## config.mk

```make
export PLATFORM = sky130hd
export DESIGN_NAME = text_line_number_escape_filter
export DESIGN_NICKNAME = d
export VERILOG_FILES = /design/src/tlnef_pkg.sv /design/src/text_line_number_escape_filter.sv /design/src/tlnef_bcd_counter.sv /design/src/tlnef_render.sv /design/src/tlnef_out_buf.sv
export SDC_FILE = /design/constraint.sdc
export NUM_CORES = 1
export LEC_CHECK = 0
export ABC_CLOCK_PERIOD_IN_PS = 4100
export BUFFER_PORTS_ARGS = -buffer_cell sky130_fd_sc_hd__clkbuf_2
export CELL_PAD_IN_SITES_DETAIL_PLACEMENT = 0
export CELL_PAD_IN_SITES_GLOBAL_PLACEMENT = 1
export CORE_ASPECT_RATIO = 1.2
export CORE_MARGIN = 1.5
export CORE_UTILIZATION = 49
export CTS_CLUSTER_SIZE = 14
export DETAILED_ROUTE_END_ITERATION = 12
export PLACE_DENSITY_LB_ADDON = 0.3
export SYNTH_ARGS = -nofsm -noshare
export SYNTH_HDL_FRONTEND = slang
export SYNTH_SLANG_ARGS = --single-unit
export TNS_END_PERCENT = 1
```

## constraint.sdc

```tcl
create_clock -name aclk -period 4.1 [get_ports aclk]
set_input_delay 0.615 -clock aclk [delete_from_list [all_inputs] [get_ports aclk]]
set_output_delay 0.615 -clock aclk [all_outputs]
set_load 0.01 [all_outputs]
```

## src/tlnef_pkg.sv

```systemverilog
`default_nettype none
// ----------------------------------------------------------------------------
// tlnef_pkg
// Shared types and character codes for the text line number / escape filter.
// ----------------------------------------------------------------------------
package tlnef_pkg;

    // character codes
    localparam logic [7:0] CH_NL     = 8'h0A;
    localparam logic [7:0] CH_TAB    = 8'h09;
    localparam logic [7:0] CH_DEL    = 8'd127;
    localparam logic [7:0] CARET_OFS = 8'd64;
    localparam logic [7:0] CTRL_TOP  = 8'd31;
    localparam logic [7:0] CH_DOLLAR = 8'h24;
    localparam logic [7:0] CH_CARET  = 8'h5E;
    localparam logic [7:0] CH_I      = 8'h49;
    localparam logic [7:0] CH_SPACE  = 8'h20;
    localparam logic [7:0] CH_ZERO   = 8'h30;

    // configuration port
    localparam int CFG_IDX_W  = 3;
    localparam int CFG_DATA_W = 2;

    localparam logic [CFG_IDX_W-1:0] REG_NUMBER_MODE      = 3'd0;
    localparam logic [CFG_IDX_W-1:0] REG_SQUEEZE_BLANK    = 3'd1;
    localparam logic [CFG_IDX_W-1:0] REG_SHOW_ENDS        = 3'd2;
    localparam logic [CFG_IDX_W-1:0] REG_SHOW_TABS        = 3'd3;
    localparam logic [CFG_IDX_W-1:0] REG_SHOW_NONPRINTING = 3'd4;

    typedef struct packed {
        logic [1:0] number_mode;
        logic       squeeze_blank;
        logic       show_ends;
        logic       show_tabs;
        logic       show_nonprinting;
    } tlnef_cfg_t;

    // line tracking state carried from one byte to the next
    typedef struct packed {
        logic after_nl;
        logic blank_seen;
    } tlnef_line_t;

endpackage : tlnef_pkg
`default_nettype wire

```

## src/text_line_number_escape_filter.sv

```systemverilog
`default_nettype none
// ----------------------------------------------------------------------------
// text_line_number_escape_filter
// Line numbering, blank squeezing and escape rendering for a byte stream.
// ----------------------------------------------------------------------------
// Each accepted byte is rendered in the cycle it is taken and loaded into a
// shift buffer of NUMBER_DIGITS+3 bytes that drives the master side directly.
// An input byte renders one output byte when plain, two for an escape or a
// marked line end, and up to NUMBER_DIGITS+3 at a numbered line start. The
// next byte is taken in the same cycle the last byte of the previous one is
// taken downstream, so plain text streams at one byte per cycle while the
// receiver does not stall. A squeezed newline is taken and gives no output.
// m_tlast flags the final output byte of each input byte. Configuration must
// be written only while the block is idle; the block does not enforce this.
// ----------------------------------------------------------------------------
module text_line_number_escape_filter #(
    parameter int NUMBER_DIGITS = 6
) (
    input  wire logic                            aclk,
    input  wire logic                            aresetn,
    // configuration
    input  wire logic                            cfg_wr_en,
    input  wire logic [tlnef_pkg::CFG_IDX_W-1:0]  cfg_index,
    input  wire logic [tlnef_pkg::CFG_DATA_W-1:0] cfg_wdata,
    // input stream
    input  wire logic                            s_tvalid,
    output logic                                 s_tready,
    input  wire logic [7:0]                      s_tdata,   // [7:0] data_byte
    input  wire logic                            s_tuser,   // [0] file_start
    // result stream
    output logic                                 m_tvalid,
    input  wire logic                            m_tready,
    output logic [7:0]                           m_tdata,   // [7:0] out_byte
    output logic                                 m_tlast    // last_of_run
);
    import tlnef_pkg::*;

    localparam int DEPTH = NUMBER_DIGITS + 3;
    localparam int CNT_W = $clog2(DEPTH + 1);

    tlnef_cfg_t  cfg_reg;
    tlnef_cfg_t  cfg_next;
    tlnef_line_t line_reg;
    tlnef_line_t line_next;

    logic                          accept;
    logic                          count_step;
    logic [4*NUMBER_DIGITS-1:0]    count_bcd;
    logic [DEPTH-1:0][7:0]         r_bytes;
    logic [CNT_W-1:0]              r_cnt;

    assign accept = s_tvalid & s_tready;

    // configuration registers
    always_comb begin
        cfg_next = cfg_reg;
        if (cfg_wr_en) begin
            unique case (cfg_index)
                REG_NUMBER_MODE:      cfg_next.number_mode      = cfg_wdata;
                REG_SQUEEZE_BLANK:    cfg_next.squeeze_blank    = cfg_wdata[0];
                REG_SHOW_ENDS:        cfg_next.show_ends        = cfg_wdata[0];
                REG_SHOW_TABS:        cfg_next.show_tabs        = cfg_wdata[0];
                REG_SHOW_NONPRINTING: cfg_next.show_nonprinting = cfg_wdata[0];
                default: ;
            endcase
        end
    end

    always_ff @(posedge aclk) begin
        if (!aresetn) begin
            cfg_reg             <= '0;
            line_reg.after_nl   <= 1'b1;
            line_reg.blank_seen <= 1'b0;
        end else begin
            cfg_reg <= cfg_next;
            if (accept) begin
                line_reg <= line_next;
            end
        end
    end

    tlnef_bcd_counter #(
        .NUMBER_DIGITS(NUMBER_DIGITS)
    ) u_counter (
        .aclk    (aclk),
        .aresetn (aresetn),
        .clear   (accept & s_tuser),
        .step    (accept & count_step),
        .count_o (count_bcd)
    );

    tlnef_render #(
        .NUMBER_DIGITS(NUMBER_DIGITS),
        .DEPTH        (DEPTH),
        .CNT_W        (CNT_W)
    ) u_render (
        .data_byte  (s_tdata),
        .file_start (s_tuser),
        .cfg        (cfg_reg),
        .line_cur   (line_reg),
        .count_bcd  (count_bcd),
        .line_next  (line_next),
        .count_step (count_step),
        .bytes      (r_bytes),
        .n_bytes    (r_cnt)
    );

    tlnef_out_buf #(
        .DEPTH(DEPTH),
        .CNT_W(CNT_W)
    ) u_out_buf (
        .aclk       (aclk),
        .aresetn    (aresetn),
        .load       (accept),
        .load_bytes (r_bytes),
        .load_cnt   (r_cnt),
        .load_ready (s_tready),
        .m_tvalid   (m_tvalid),
        .m_tready   (m_tready),
        .m_tdata    (m_tdata),
        .m_tlast    (m_tlast)
    );

`ifndef SYNTH
    // input side never blocks while the output is empty
    a_ready_when_empty: assert property (@(posedge aclk) disable iff (!aresetn)
        !m_tvalid |-> s_tready)
        else $error("s_tready low with empty output buffer");

    // a request that renders bytes shows up on the output next cycle
    a_result_follows: assert property (@(posedge aclk) disable iff (!aresetn)
        (accept && r_cnt != '0) |=> m_tvalid)
        else $error("rendered request produced no output");

    // a dropped newline leaves the filter inside a blank run
    a_squeeze_state: assert property (@(posedge aclk) disable iff (!aresetn)
        (accept && r_cnt == '0) |=> (line_reg.after_nl && line_reg.blank_seen))
        else $error("squeezed newline lost line state");

    // the low count digit stays a valid BCD digit
    a_bcd_digit: assert property (@(posedge aclk) disable iff (!aresetn)
        $past(accept) |-> (count_bcd[3:0] <= 4'd9))
        else $error("line counter digit out of BCD range");
`endif

endmodule : text_line_number_escape_filter
`default_nettype wire

```

## src/tlnef_bcd_counter.sv

```systemverilog
`default_nettype none
// ----------------------------------------------------------------------------
// tlnef_bcd_counter
// Saturating BCD line counter; clears to one at a file start.
// ----------------------------------------------------------------------------
module tlnef_bcd_counter #(
    parameter int NUMBER_DIGITS = 6
) (
    input  wire logic                       aclk,
    input  wire logic                       aresetn,
    input  wire logic                       clear,
    input  wire logic                       step,
    output logic [4*NUMBER_DIGITS-1:0]      count_o
);
    localparam int W = 4 * NUMBER_DIGITS;
    localparam logic [W-1:0] BCD_ONE = W'(1);

    logic [W-1:0] count_reg;
    logic [W-1:0] count_next;
    logic [W-1:0] count_inc;

    // value seen by the current request (file start restarts at one)
    assign count_o = clear ? BCD_ONE : count_reg;

    always_comb begin
        logic       all_nine;
        logic       carry;
        logic [3:0] d;
        all_nine  = 1'b1;
        carry     = 1'b1;
        count_inc = count_o;
        for (int i = 0; i < NUMBER_DIGITS; i++) begin
            d = count_o[4*i +: 4];
            if (d != 4'd9) all_nine = 1'b0;
            if (carry) begin
                if (d >= 4'd9) begin
                    count_inc[4*i +: 4] = 4'd0;
                end else begin
                    count_inc[4*i +: 4] = d + 4'd1;
                    carry = 1'b0;
                end
            end
        end
        if (all_nine) count_inc = count_o;
    end

    always_comb begin
        count_next = count_reg;
        if (step) begin
            count_next = count_inc;
        end else if (clear) begin
            count_next = BCD_ONE;
        end
    end

    always_ff @(posedge aclk) begin
        if (!aresetn) begin
            count_reg <= BCD_ONE;
        end else begin
            count_reg <= count_next;
        end
    end

endmodule : tlnef_bcd_counter
`default_nettype wire

```

## src/tlnef_render.sv

```systemverilog
`default_nettype none
// ----------------------------------------------------------------------------
// tlnef_render
// Renders one input byte into its list of output bytes and next line state.
// ----------------------------------------------------------------------------
module tlnef_render #(
    parameter int NUMBER_DIGITS = 6,
    parameter int DEPTH         = NUMBER_DIGITS + 3,
    parameter int CNT_W         = $clog2(DEPTH + 1)
) (
    input  wire logic [7:0]                 data_byte,
    input  wire logic                       file_start,
    input  wire tlnef_pkg::tlnef_cfg_t      cfg,
    input  wire tlnef_pkg::tlnef_line_t     line_cur,
    input  wire logic [4*NUMBER_DIGITS-1:0] count_bcd,
    output tlnef_pkg::tlnef_line_t          line_next,
    output logic                            count_step,
    output logic [DEPTH-1:0][7:0]           bytes,
    output logic [CNT_W-1:0]                n_bytes
);
    import tlnef_pkg::*;

    localparam logic [CNT_W-1:0] PREFIX_LEN = CNT_W'(NUMBER_DIGITS + 1);

    logic       after_nl;
    logic       blank;
    logic       is_nl;
    logic       is_tab;
    logic       drop;
    logic       numbering;
    logic       has_pre;
    logic [7:0] pre_byte;
    logic [7:0] ch_tab;
    logic [7:0] ch_out;
    logic [7:0] tail0;
    logic [NUMBER_DIGITS-1:0][7:0] digit_chars;

    assign after_nl = file_start | line_cur.after_nl;
    assign blank    = ~file_start & line_cur.blank_seen;
    assign is_nl    = (data_byte == CH_NL);
    assign is_tab   = (data_byte == CH_TAB);

    // squeezed newline: produces nothing
    assign drop = cfg.squeeze_blank & is_nl & after_nl & blank;

    always_comb begin
        if (cfg.number_mode[1]) begin
            numbering = after_nl & ~is_nl;
        end else if (cfg.number_mode[0]) begin
            numbering = after_nl;
        end else begin
            numbering = 1'b0;
        end
        numbering = numbering & ~drop;
    end

    assign count_step          = numbering;
    assign line_next.after_nl   = is_nl;
    assign line_next.blank_seen = cfg.squeeze_blank ? (is_nl & after_nl) : blank;

    // escapes: at most one marker byte ahead of the byte itself
    always_comb begin
        has_pre  = 1'b0;
        pre_byte = CH_CARET;
        ch_tab   = data_byte;
        ch_out   = data_byte;
        if (cfg.show_ends && is_nl) begin
            has_pre  = 1'b1;
            pre_byte = CH_DOLLAR;
        end
        if (cfg.show_tabs && is_tab) begin
            has_pre = 1'b1;
            ch_tab  = CH_I;
        end
        ch_out = ch_tab;
        if (cfg.show_nonprinting) begin
            if (ch_tab <= CTRL_TOP && ch_tab != CH_TAB && ch_tab != CH_NL) begin
                has_pre = 1'b1;
                ch_out  = ch_tab + CARET_OFS;
            end else if (ch_tab == CH_DEL) begin
                has_pre = 1'b1;
                ch_out  = ch_tab - CARET_OFS;
            end
        end
    end

    assign tail0 = has_pre ? pre_byte : ch_out;

    // number prefix, leading zeros shown as spaces
    always_comb begin
        logic       seen_nz;
        logic [3:0] d;
        seen_nz = 1'b0;
        for (int i = 0; i < NUMBER_DIGITS; i++) begin
            d = count_bcd[4*(NUMBER_DIGITS-1-i) +: 4];
            if (d != 4'd0 || i == NUMBER_DIGITS - 1) seen_nz = 1'b1;
            digit_chars[i] = seen_nz ? (CH_ZERO + {4'd0, d}) : CH_SPACE;
        end
    end

    always_comb begin
        for (int i = 0; i < DEPTH; i++) begin
            if (numbering) begin
                if (i < NUMBER_DIGITS) begin
                    bytes[i] = digit_chars[i];
                end else if (i == NUMBER_DIGITS) begin
                    bytes[i] = CH_TAB;
                end else if (i == NUMBER_DIGITS + 1) begin
                    bytes[i] = tail0;
                end else begin
                    bytes[i] = ch_out;
                end
            end else begin
                if (i == 0) begin
                    bytes[i] = tail0;
                end else if (i == 1) begin
                    bytes[i] = ch_out;
                end else begin
                    bytes[i] = 8'd0;
                end
            end
        end
    end

    always_comb begin
        if (drop) begin
            n_bytes = '0;
        end else begin
            n_bytes = (numbering ? PREFIX_LEN : CNT_W'(0))
                    + CNT_W'(has_pre) + CNT_W'(1);
        end
    end

endmodule : tlnef_render
`default_nettype wire

```

## src/tlnef_out_buf.sv

```systemverilog
`default_nettype none
// ----------------------------------------------------------------------------
// tlnef_out_buf
// Output shift buffer: loads byte lists, sends one byte per cycle on m_tready.
// ----------------------------------------------------------------------------
module tlnef_out_buf #(
    parameter int DEPTH = 9,
    parameter int CNT_W = $clog2(DEPTH + 1)
) (
    input  wire logic                 aclk,
    input  wire logic                 aresetn,
    input  wire logic                 load,
    input  wire logic [DEPTH-1:0][7:0] load_bytes,
    input  wire logic [CNT_W-1:0]     load_cnt,
    output logic                      load_ready,
    output logic                      m_tvalid,
    input  wire logic                 m_tready,
    output logic [7:0]                m_tdata,
    output logic                      m_tlast
);
    logic [DEPTH-1:0][7:0] buf_reg;
    logic [DEPTH-1:0][7:0] buf_next;
    logic [CNT_W-1:0]      cnt_reg;
    logic [CNT_W-1:0]      cnt_next;
    logic                  pop;

    assign m_tvalid   = (cnt_reg != '0);
    assign m_tlast    = (cnt_reg == CNT_W'(1));
    assign m_tdata    = buf_reg[0];
    assign pop        = m_tvalid & m_tready;
    // free once the last byte of the previous request leaves
    assign load_ready = ~m_tvalid | (m_tlast & m_tready);

    always_comb begin
        buf_next = buf_reg;
        cnt_next = cnt_reg;
        if (load) begin
            buf_next = load_bytes;
            cnt_next = load_cnt;
        end else if (pop) begin
            for (int i = 0; i < DEPTH - 1; i++) begin
                buf_next[i] = buf_reg[i+1];
            end
            cnt_next = cnt_reg - CNT_W'(1);
        end
    end

    always_ff @(posedge aclk) begin
        buf_reg <= buf_next;
    end

    always_ff @(posedge aclk) begin
        if (!aresetn) begin
            cnt_reg <= '0;
        end else begin
            cnt_reg <= cnt_next;
        end
    end

endmodule : tlnef_out_buf
`default_nettype wire

```

After elaboration in Yosys (flattened, before gate mapping)
Index checks and enable logic that the tools add are counted.
- add/sub/neg operators: 17
- order comparisons: 7
- eq/ne operators: 16
- multiplexer cells: 67
- bitwise logic cells: 18
- reductions and logical operators: 17
- operators with widths (cell ; number):
    2-to-1 mux 8 bit ; 17
    2-to-1 mux 64 bit ; 2
    2-to-1 mux 24 bit ; 3
    2-to-1 mux 4 bit ; 15
    adder 6 x 4 -> 7 bit, first input constant ; 6
    adder 4 x 1 -> 4 bit, second input constant ; 7
    2-to-1 mux 1 bit ; 28
    greater-or-equal comparator 4 bit, second input constant ; 6
    != test 4 bit, second input constant ; 6
    nonzero test 4 bit ; 6
    equality test 8 x 4 -> 1 bit, second input constant ; 2
    != test 8 x 4 -> 1 bit, second input constant ; 2
    bitwise AND 1 bit ; 12
    AND reduction 2 bit ; 5
    adder 8 x 7 -> 8 bit, second input constant ; 1
    equality test 8 x 7 -> 1 bit, second input constant ; 1
    less-or-equal comparator 8 x 5 -> 1 bit, second input constant ; 1
    subtractor 8 x 7 -> 8 bit, second input constant ; 1
    2-to-1 mux 7 bit ; 1
    equality test 3 x 2 -> 1 bit, second input constant ; 2
    adder 4 x 1 -> 4 bit ; 1
    equality test 4 x 1 -> 1 bit, second input constant ; 1
    logical AND 1 bit ; 4
    NOT 1 bit ; 4
    other kinds (7) ; 8
- register bits: 108
- bits of input ports: 19
- output and inout port bits: 11
- word-level logic and storage cells: 160

Depth between registers and ports, before layout
Gate-level depths: netlist of run 1.
- depth in word-level cells: 15
- gate-level depth with buffers: 15
- gate-level depth less buffers: 13

Modules after synthesis
A second synthesis of run 1 with hierarchy kept.
- cell total of the unflattened synthesis: 585
- area, all modules: 6446.2 um^2
- modules (own cells, without submodules) (module ; times used ; cells each ; area an instance (um^2) ; sequential area each (um^2)):
    tlnef_out_buf ; 1 ; 189 ; 3275.6 ; 2242.2
    tlnef_bcd_counter ; 1 ; 207 ; 1682.9 ; 480.5
    tlnef_render ; 1 ; 152 ; 1106.1 ; 0.0
    text_line_number_escape_filter ; 1 ; 37 ; 381.6 ; 160.2

Worst setup path after synthesis of run 1
Ideal clock, no wire load.
- kind: in2reg
- start: input port s_tvalid
- end: register u_counter.count_reg[18]
- library setup time: 0.070 ns
- arrival: 3.493 ns
- data required time: 4.030 ns
- slack: 0.537 ns
- stages: 12
- buffers on the path: 2
- path through: or3b_4 > or3_1 > clkbuf_1 > clkbuf_1 > nand2_1 > ha_1 > or3b_2 > o311ai_1 > or3_4 > a2111o_1 > a211o_1 > a21boi_1
- word-level cells in the longest chain between the ends: 12
- elaborated cells on any way between the ends: 33
- those cells by class: 1 x add/sub; 5 x order compare; 6 x eq/ne; 18 x mux; 3 x bitwise
- ends and longest elaborated chain (what ; RTL line ; RTL):
    from (decl) ; text_line_number_escape_filter.sv:26 ; input wire logic s_tvalid,
    bitwise AND 1 bit * ; text_line_number_escape_filter.sv:52 ; assign accept = s_tvalid & s_tready;
    parallel branches: the longest is 10 deep, another holds greater-or-equal comparator 4 bit ; - ;
    2-to-1 mux 24 bit * ; tlnef_bcd_counter.sv:49 ; if (step) begin
    to (signal assigned) ; tlnef_bcd_counter.sv:60 ; count_reg <= count_next;
    to (decl) ; tlnef_bcd_counter.sv:18 ; logic [W-1:0] count_reg;
Mark *: on every way between the ends.
A chain may end at the register's enable or synchronous reset.

Worst setup path in the final report of run 1
- start: register u_out_buf.cnt_reg[0]
- end: register u_counter.count_reg[21]
- word-level cells in the longest chain between the ends: 15
- elaborated cells on any way between the ends: 41
- those cells by class: 1 x add/sub; 6 x order compare; 7 x eq/ne; 20 x mux; 6 x bitwise; 1 x reduce/logical
- ends and longest elaborated chain (what ; RTL line ; RTL):
    from (decl) ; tlnef_out_buf.sv:23 ; logic [CNT_W-1:0] cnt_reg;
    from (signal assigned) ; tlnef_out_buf.sv:56 ; cnt_reg <= cnt_next;
    equality test 4 x 1 -> 1 bit / nonzero test 4 bit (equally long branches) ; tlnef_out_buf.sv:28, tlnef_out_buf.sv:27 ;
    bitwise AND 1 bit / NOT 1 bit (equally long branches) ; tlnef_out_buf.sv:32 ; assign load_ready = ~m_tvalid | (m_tlast & m_tready);
    OR 1 bit * ; tlnef_out_buf.sv:32 ;
    bitwise AND 1 bit * ; text_line_number_escape_filter.sv:52 ;
    bitwise AND 1 bit ; text_line_number_escape_filter.sv:87 ; .clear (accept & s_tuser),
    2-to-1 mux 24 bit ; - ;
    greater-or-equal comparator 4 bit / != test 4 bit (equally long branches) ; tlnef_bcd_counter.sv:36, tlnef_bcd_counter.sv:34 ;
    2-to-1 mux 1 bit, on equally long branches ; tlnef_bcd_counter.sv:36, tlnef_bcd_counter.sv:34 ;
    2-to-1 mux 1 bit, on equally long branches (4 in series) ; tlnef_bcd_counter.sv:35, tlnef_bcd_counter.sv:34 ;
    2-to-1 mux 4 bit / 2-to-1 mux 1 bit (equally long branches) ; tlnef_bcd_counter.sv:35, tlnef_bcd_counter.sv:34 ;
    2-to-1 mux 24 bit ; tlnef_bcd_counter.sv:44 ; if (all_nine) count_inc = count_o;
    2-to-1 mux 24 bit * ; tlnef_bcd_counter.sv:49 ;
Every way passes the cells marked *; elsewhere a longest branch is shown, timed or not.

==> results of run 1 <==
stage by stage:
step	utilization (%)	setup slack [ns]
floorplan	-	0.537
global placement	53.3	0.371
detailed placement	53.3	0.287
CTS	56.0	0.417
global route	56.0	0.0747
finish	56.0	0.427
where the power goes:
part           internal (uW)  switching, uW
sequential              1770            136
clock                    476            408
combinational            432            764
path summary, 6_finish.rpt:
| path | to | slack [ns] | cells after the start |
|---|---|---|---|
| setup / recovery | u_counter.count_reg[21]$_SDFF_PN0_ | 0.43 | 14 |
| hold / removal | cfg_reg[5]$_SDFFE_PN0P_ | 0.48 | 3 |
| setup reg to reg | u_counter.count_reg[21]$_SDFF_PN0_ | 0.43 | 14 |
| hold reg to reg | cfg_reg[5]$_SDFFE_PN0P_ | 0.51 | 2 |
kinds of logic after synthesis:
logic type               count (synthesis)  synth area share, %
multiplexers                            13                 2.31
XOR/XNOR                                 5                0.769
adder cells (fa/ha/maj)                 24                 5.27
AO/OA/AOI/OAI                          121                 15.1
AND/OR/NAND/NOR                        225                 21.1
flip-flops                             108                 50.6
buffers and inverters                   63                 4.88
layout by cell type, fill, tap and decap left out, types with 5 or more instances in the layout:
cell type  instances
nor2_1            41
a21oi_1           21
nand2_1           68
a22o_1            13
mux2i_1           12
a31oi_1            6
clkbuf_2          29
clkbuf_16          9
nor3_1            10
dfxtp_1           36
nand3_1           17
and3_1            13
nand4_1           10
o31ai_1           14
and2_1            26
nand2b_1           6
o211ai_1           6
o21ai_0           24
ha_1              24
o21a_1             5
inv_1             25
buf_4             14
edfxtp_1          72
final cells by class:
class                   count  area [um^2]
flip-flops and latches    108         2880
multi-input cells         388         2540
inverters                  28          105
repair buffers             43          250
fillers                  1049         4930
clock inverters             7         75.1
well taps                 154          193
clock buffers               9          225
worst max-delay path: stages, from the launching register on:
cell and delay, ns:
dfxtp_1 0.42, inv_1 0.09, ha_1 0.23, a21oi_2 0.16, or3_1 0.33, buf_4 0.25, and2_1 0.22, inv_1 0.08
ha_1 0.20, nand2b_1 0.08, o21ai_0 0.16, nor4_1 0.75, nand3_1 0.34, nand3_1 0.16, o21ai_0 0.09
layer usage:
metal / part of all wire (%) / global-route usage (%) / vias up
met5: 0 / 0 / -
met3: 3.2 / 3.40 / 26
met1: 45 / 32.0 / 2077
met2: 49 / 39.7 / 103
met4: 2.9 / 11.3 / 0
li1: - / - / 2080
cells in the mapped netlist (all sizes together) (12+ instances only):
cell type,n
o21ai,24
a21oi,22
ha,24
nand3,17
and3,13
nor2,41
mux2i,12
a22o,13
dfxtp,36
clkbuf,19
nand2,69
inv,27
edfxtp,72
o31ai,14
and2,26
buf,16
==> impl_metrics.yaml, run 1 <==
run_status:
  status: "complete, no violations"
synth:
  synth-main-ff-cell: "edfxtp_1"
  yosysWarnings: 0
  synth-seq-cells: 108
  synthArstFlopShare_pct: 0
  synthesis.nets: 602
  synth_area_leaders: "edfxtp_1 38%, dfxtp_1 13%, ha_1 5.3%"
  synth.distinct_cells: 70
  synth_area_per_cell_um2: 10.2
  synth-edff-count: 72
  yosys.area.top_type: "edfxtp_1"
  yosysSeqAreaShare_pct: 50.6
  synth.cell_area_um2: 5700
  synth_top_cell_area_share_pct: 38.0
  netlist_instances: 559
die:
  die_width_um: 101
  start_util_pct: 50.9
  coreArea_um2: 11200
  num_io_pins: 30
  num_rows: 42
  die_h_um: 121
  die_area_um2: 12300
drt:
  wire_per_inst_um: 18.4
  postRouteAntennaNets: 0
  vias: 4286
  firstDrtPassIters: 5
  viasPerCell: 5.82
  drc: 0
  drt_iter0_markers: 288
  drt_wl_total_um: 13600
place:
  io_buffers: 29
  placedCellCount: 721
  place_area_um2: 5970
  place_congestion: 0.916
  hpwl_um: 9620
global_routing:
  grt_pass1_wl_um: 22500
  grt_util_all_layers_pct: 24.4
  grt_pass1_vias: 4169
  overflow: 0
  antenna_found_initial: 0
  grt_max_degree: 65
clock_tree:
  cts_hold_buf: 0
  clk-insertion-delay-late_ns: 0.36
  cts_setup_buffers: 0
  cts_resized: 0
  htreeDepth: 3
  cts_buffers: 9
  clockRootBuffer: "clkbuf_16"
  clkSlewWorstSetupHoldPaths_ns: 0.07
  cts_buffer_depth: 2
  clock-sinks: 108
  cts_tree: "yes"
pwr:
  power.leakage_uw: 0.00251
  p_per_area_nw_per_um2: 636
  vdd_drop_max_mv: 0.618
  finalPower_uw: 3980
timing:
  fin_crit_ns: 3.67
  fin_skew_ns: 0.00739
  rsz0062_at_grt: "false"
  whs_ns: 0.481
  fmax_mhz: 272
  setup_viol: 0
  worstMarginPinSlew_ns: 0.848
  slew_headroom_pct: 43.5
  maxSlewViolCount: 0
  hold_viol_final: 0
  finalSetupTns_ns: 0
  period_share_pct: 89.6
finish:
  largest_reg_flops: 64
  syn2layout_area_growth_pct: 10.0
  fin_nets: 621
  fin_cells: 737
  num_antenna_cells: 0
  drive_gt1_share_pct: 13.6
  stdcell_area_um2: 6270
critical_path:
  cp-start-kind: "flop"
  rr_startpoint: "u_out_buf.cnt_reg[0]$_SDFFE_PN0P_"
  crit_path_max_fanout: 11
  critPathLaunch: "u_out_buf.cnt_reg[0]$_SDFFE_PN0P_"
  arrival_ns: 3.91
  end_kind: "flop"
  criticalPathCategory: "flop to flop"
  crit_required_ns: 4.34
min_path:
  worstHoldPathType: "input port to flop"
  worst_hold_startpoint: "cfg_wdata[1]"
job:
  drv_cap: 0
No activity file was read; power rests on OpenSTA's default activity.
==> inputs of run 2 (changes only) <==
- PLACE_DENSITY: not set -> 0.86
- PLACE_DENSITY_LB_ADDON: 0.3 -> not set
==> run 2 against run 1 <==
  * Count of clock-buffer cells in the layout did not move
  * Via count fell by 0.12%
  * Largest power group unchanged
  * Clock skew rose by 0.0076 ns
  * Critical path depth did not move
  * Sequential cell count did not move
  * Combinational power fell by 3%
  * Non-clock buffer count fell by 1
  * Power fell by 0.84%
  * Worst hold slack got worse by 0.0080 ns
  * Largest cell class unchanged
  * Sequential share of layout area rose by 0.064 points
  * Highest routed layer unchanged
==> impl_metrics.yaml, run 2 (synthesis gave the netlist of run 1 again) <==
run_status:
  status: "complete, no violations"
finish:
  largest_reg_flops: 64
  syn2layout_area_growth_pct: 9.86
  drive_gt1_share_pct: 13.4
  final_common_cell: "edfxtp_1"
  fin_nets: 620
  num_antenna_cells: 0
  mostFrequentLayoutCells: "72 x edfxtp_1, 68 x nand2_1, 41 x nor2_1"
global_routing:
  grt_pass1_vias: 4084
  grt_util_all_layers_pct: 22.9
  grt_max_degree: 65
  antenna_found_initial: 0
  overflow: 0
  grt_pass1_wl_um: 21300
timing:
  period_share_pct: 92.5
  maxSlewViolCount: 0
  finalSetupTns_ns: 0
  setup_viol: 0
  rsz0062_at_grt: "false"
  hold_viol_final: 0
  fin_skew_ns: 0.0150
  fmax_mhz: 264
  worst_slack_ns: 0.309
  slew_headroom_pct: 45.2
  fin_crit_ns: 3.79
  worstMarginPinSlew_ns: 0.822
clock_tree:
  cts_buffer_depth: 2
  clk-insertion-delay-late_ns: 0.36
  cts_setup_buffers: 0
  clockRootBuffer: "clkbuf_16"
  cts_tree: "yes"
  cts_hold_buf: 0
  clkSlewWorstSetupHoldPaths_ns: 0.08
  cts_resized: 0
  cts_buffers: 9
  clock-sinks: 108
  htreeDepth: 3
critical_path:
  r2r_cells: 14
  reg2reg_slack_ns: 0.31
  arrival_ns: 4.08
  end_kind: "flop"
  critPathLaunch: "u_out_buf.cnt_reg[0]$_SDFFE_PN0P_"
  rr_startpoint: "u_out_buf.cnt_reg[0]$_SDFFE_PN0P_"
  cp-start-kind: "flop"
  crit_required_ns: 4.38
  crit_path_max_fanout: 15
  r2r_end: "u_counter.count_reg[18]$_SDFF_PN0_"
  criticalPathCategory: "flop to flop"
drt:
  vias: 4281
  wire_per_inst_um: 18.1
  drc: 0
  drt_wl_total_um: 13300
  firstDrtPassIters: 5
  viasPerCell: 5.82
  drt_iter0_markers: 289
  postRouteAntennaNets: 0
die:
  start_util_pct: 50.9
  num_rows: 42
  die_area_um2: 12300
  num_io_pins: 30
  coreArea_um2: 11200
  die_width_um: 101
  die_h_um: 121
pwr:
  power.leakage_uw: 0.00251
  p_per_area_nw_per_um2: 631
  vdd_drop_max_mv: 0.495
min_path:
  hold_end: "cfg_reg[5]$_SDFFE_PN0P_"
  worst_hold_startpoint: "cfg_wdata[1]"
  min_path_cells: 3
  worstHoldPathType: "input port to flop"
place:
  place_congestion: 0.903
  hpwl_um: 9400
  io_buffers: 29
  dp_slack_ns: 0.165
job:
  drv_cap: 0
## run 2: power breakdown
part	switching (uW)	internal [uW]
clock	404	476
combinational	739	425
sequential	137	1770
total	1280	2670
## run 2: layer usage
layer / global-route usage (%) / vias up / share of wire, %
met3: 4.38 / 19 / 5.1
li1: - / 2082 / -
met1: 31.1 / 2047 / 45
met4: 9.81 / 0 / 2.3
met5: 0 / - / 0
met2: 35.6 / 133 / 48
## run 2: final cells by class
| cell class | instances | area, um^2 |
|---|---|---|
| Tap cell | 154 | 193 |
| Sequential cell | 108 | 2880 |
| Timing Repair Buffer | 42 | 243 |
| Inverter | 28 | 105 |
| Clock inverter | 7 | 73.8 |
| Multi-Input combinational cell | 388 | 2540 |
| Clock buffer | 9 | 225 |
| Fill cell | 1002 | 4930 |
## run 2: worst max path at each step
stage                                    endpoint
2_1_floorplan  u_counter.count_reg[18]$_SDFF_PN0_
3_3_place_gp   u_counter.count_reg[18]$_SDFF_PN0_
3_5_place_dp   u_counter.count_reg[18]$_SDFF_PN0_
4_1_cts        u_counter.count_reg[15]$_SDFF_PN0_
5_1_grt        u_counter.count_reg[15]$_SDFF_PN0_
6_report       u_counter.count_reg[18]$_SDFF_PN0_
## run 2: metrics by stage
step	total power [uW]	instance area, um^2	cells	utilization [%]	hold slack [ns]
3_3_place_gp	3060	5960	720	53.2	0.482
4_1_cts	3980	6260	736	55.9	0.469
5_1_grt	4180	6260	736	55.9	0.491
3_5_place_dp	3090	5960	720	53.2	0.489
6_report	3950	6260	736	55.9	0.473
2_1_floorplan	2770	5700	559	-	0.462
## run 2: worst max-delay path, stage by stage (launching register included)
cell	delay, ns
dfxtp_1	0.43
inv_1	0.09
ha_1	0.24
a21oi_2	0.12
or3_1	0.45
buf_4	0.24
and2_1	0.17
inv_1	0.07
ha_1	0.21
nand2b_1	0.14
o21ai_0	0.17
or3_4	0.41
a2111o_1	0.49
a211o_1	0.32
a21boi_1	0.17
==> inputs of run 3 (changes only) <==
- ABC_AREA: not set -> 1
- CORE_MARGIN: 1.5 -> 4
- CORE_UTILIZATION: 49 -> 47
==> run 3 against run 2 <==
  * Routed wire length is 6.5% lower
  * Sequential cell count stayed put
  * Die area rose by 12%
  * Worst setup slack gained 0.67 ns
  * Sequential share of layout area up 0.85 points
  * Synthesized cell count grew 16%
  * Worst hold slack worse by 0.0011 ns
  * First-iteration DRC count fell by 10%
  * Power fell by 5.5%
  * Final area shrank 1.8%
  * Critical path type unchanged
  * Largest power group unchanged
==> impl_metrics.yaml, run 3 <==
drt:
  drt_iter0_markers: 260
  postRouteAntennaNets: 0
  firstDrtPassIters: 4
  drt_wl_total_um: 12400
  vias: 4393
  wire_per_inst_um: 15.0
  viasPerCell: 5.31
  drc: 0
critical_path:
  arrival_ns: 3.36
  criticalPathCategory: "flop to flop"
  cp-start-kind: "flop"
  critPathLaunch: "u_out_buf.cnt_reg[0]$_SDFFE_PN0P_"
  crit_required_ns: 4.34
  crit_path_max_fanout: 35
  r2r_end: "u_counter.count_reg[11]$_SDFF_PN0_"
  end_kind: "flop"
  rr_startpoint: "u_out_buf.cnt_reg[0]$_SDFFE_PN0P_"
  r2r_cells: 20
  reg2reg_slack_ns: 0.98
clock_tree:
  cts_buffers: 9
  clock-sinks: 108
  cts_hold_buf: 0
  cts_buffer_depth: 2
  cts_tree: "yes"
  htreeDepth: 3
  cts_resized: 0
  cts_setup_buffers: 0
  clk-insertion-delay-late_ns: 0.34
  clkSlewWorstSetupHoldPaths_ns: 0.07
  clockRootBuffer: "clkbuf_16"
synth:
  synth-edff-count: 72
  synth_top_cells_by_count: "155 x nand2_1, 84 x inv_1, 72 x edfxtp_1"
  netlist_instances: 650
  synth.cell_area_um2: 5620
  yosysWarnings: 0
  yosys.area.top_type: "edfxtp_1"
  yosysSeqAreaShare_pct: 51.3
  synth_top_cell_area_share_pct: 38.5
  synth.most_common_cell: "nand2_1"
  synthArstFlopShare_pct: 0
  synthesis.nets: 693
  synth-main-ff-cell: "edfxtp_1"
  synth_area_per_cell_um2: 8.64
  synth-seq-cells: 108
  synth_area_leaders: "edfxtp_1 38%, dfxtp_1 13%, nand2_1 10%"
  synth.distinct_cells: 42
min_path:
  hold_end: "line_reg[1]$_SDFFE_PN1N_"
  min_path_cells: 2
  worstHoldPathType: "flop to flop"
  worst_hold_startpoint: "line_reg[1]$_SDFFE_PN1N_"
finish:
  largest_reg_flops: 64
  multi_input_area_um2: 2260
  nFillCells: 1135
  final_common_cell: "nand2_1"
  mostFrequentLayoutCells: "155 x nand2_1, 84 x inv_1, 72 x edfxtp_1"
  post-route-util_pct: 52.9
  fin_nets: 709
  num_antenna_cells: 0
  fin_cells: 828
  syn2layout_area_growth_pct: 9.40
  regArea_um2: 2880
  drive_gt1_share_pct: 11.0
global_routing:
  overflow: 0
  grt_max_degree: 54
  grt_util_all_layers_pct: 19.0
  grt_pass1_wl_um: 20800
  grt_pass1_vias: 4218
  antenna_found_initial: 1
pwr:
  p_per_area_nw_per_um2: 607
  vdd_drop_max_mv: 0.281
  power.leakage_uw: 0.00274
  finalPower_uw: 3730
job:
  drv_cap: 0
timing:
  period_share_pct: 76.2
  rsz0062_at_grt: "false"
  hold_viol_final: 0
  fin_crit_ns: 3.12
  worst_slack_ns: 0.977
  slew_headroom_pct: 41.9
  setup_viol: 0
  finalSetupTns_ns: 0
  fin_skew_ns: 0.00893
  worstMarginPinSlew_ns: 0.870
  fmax_mhz: 320
  maxSlewViolCount: 0
run_status:
  status: "complete, no violations"
place:
  hpwl_um: 8950
  io_buffers: 29
  place_congestion: 0.934
  placedCellCount: 812
  dp_slack_ns: 0.746
die:
  die_width_um: 108
  start_util_pct: 48.3
  die_h_um: 128
  die_area_um2: 13800
  coreArea_um2: 11600
  num_io_pins: 30
  num_rows: 43
## run 3: how the worst max path moves through the flow
| stage | cells past startpoint | end |
|---|---|---|
| detailed placement | 15 | u_out_buf.buf_reg[56]$_DFFE_PP_ |
| global route | 15 | u_out_buf.buf_reg[56]$_DFFE_PP_ |
| global placement | 15 | u_out_buf.buf_reg[56]$_DFFE_PP_ |
| CTS | 20 | u_counter.count_reg[11]$_SDFF_PN0_ |
| finish | 20 | u_counter.count_reg[11]$_SDFF_PN0_ |
| floorplan | 6 | u_out_buf.cnt_reg[0]$_SDFFE_PN0P_ |
## run 3: per-layer routing
layer,up-vias,part of all wire (%),global-route usage [%]
met2,90,51,32.7
met1,2092,44,24.0
met3,14,4.2,3.98
li1,2195,-,-
met5,-,0.10,0
met4,2,1.4,6.02
## run 3: critical path, cell delays in order, from the launching register on
cell	delay [ns]
dfxtp_1	0.33
inv_1	0.13
ha_1	0.21
nand2_4	0.10
nand2_2	0.11
nand3_4	0.34
nand2_1	0.32
inv_1	0.12
ha_1	0.21
nand2_1	0.08
nor2_1	0.05
nand2_1	0.06
nor2_1	0.04
nand3_1	0.08
nor2_1	0.06
nand2_2	0.13
nand3_2	0.15
nor2_4	0.23
inv_2	0.08
nand2_1	0.11
nor2_1	0.06
## run 3: stage by stage
stage          area (um^2)  hold slack [ns]
6_report              6140            0.472
5_1_grt               6140            0.497
4_1_cts               6140            0.474
3_5_place_dp          5840            0.459
3_3_place_gp          5840            0.450
2_1_floorplan         5620            0.430
## run 3: kinds of logic (layout without fill, tap and decap cells)
kind of cell / Yosys count / count (layout) / share of synthesized area, %
XOR/XNOR: 1 / 1 / 0.156
flip-flops: 108 / 108 / 51.3
AND/OR/NAND/NOR: 302 / 302 / 23.9
AO/OA/AOI/OAI: 101 / 101 / 10.6
adder cells (fa/ha/maj): 24 / 24 / 5.35
buffers and inverters: 114 / 135 / 8.67
## run 3: power by group
part	internal (uW)	switching (uW)
clock network	478	394
logic	328	668
registers	1750	118
## run 3: cell type report
cell class,instances,area share [%]
clock buffers,9,3.67
clock inverters,7,1.22
inverters,87,5.31
multi-input cells,428,36.8
flip-flops and latches,108,46.9
well taps,157,3.20
repair buffers,32,2.93
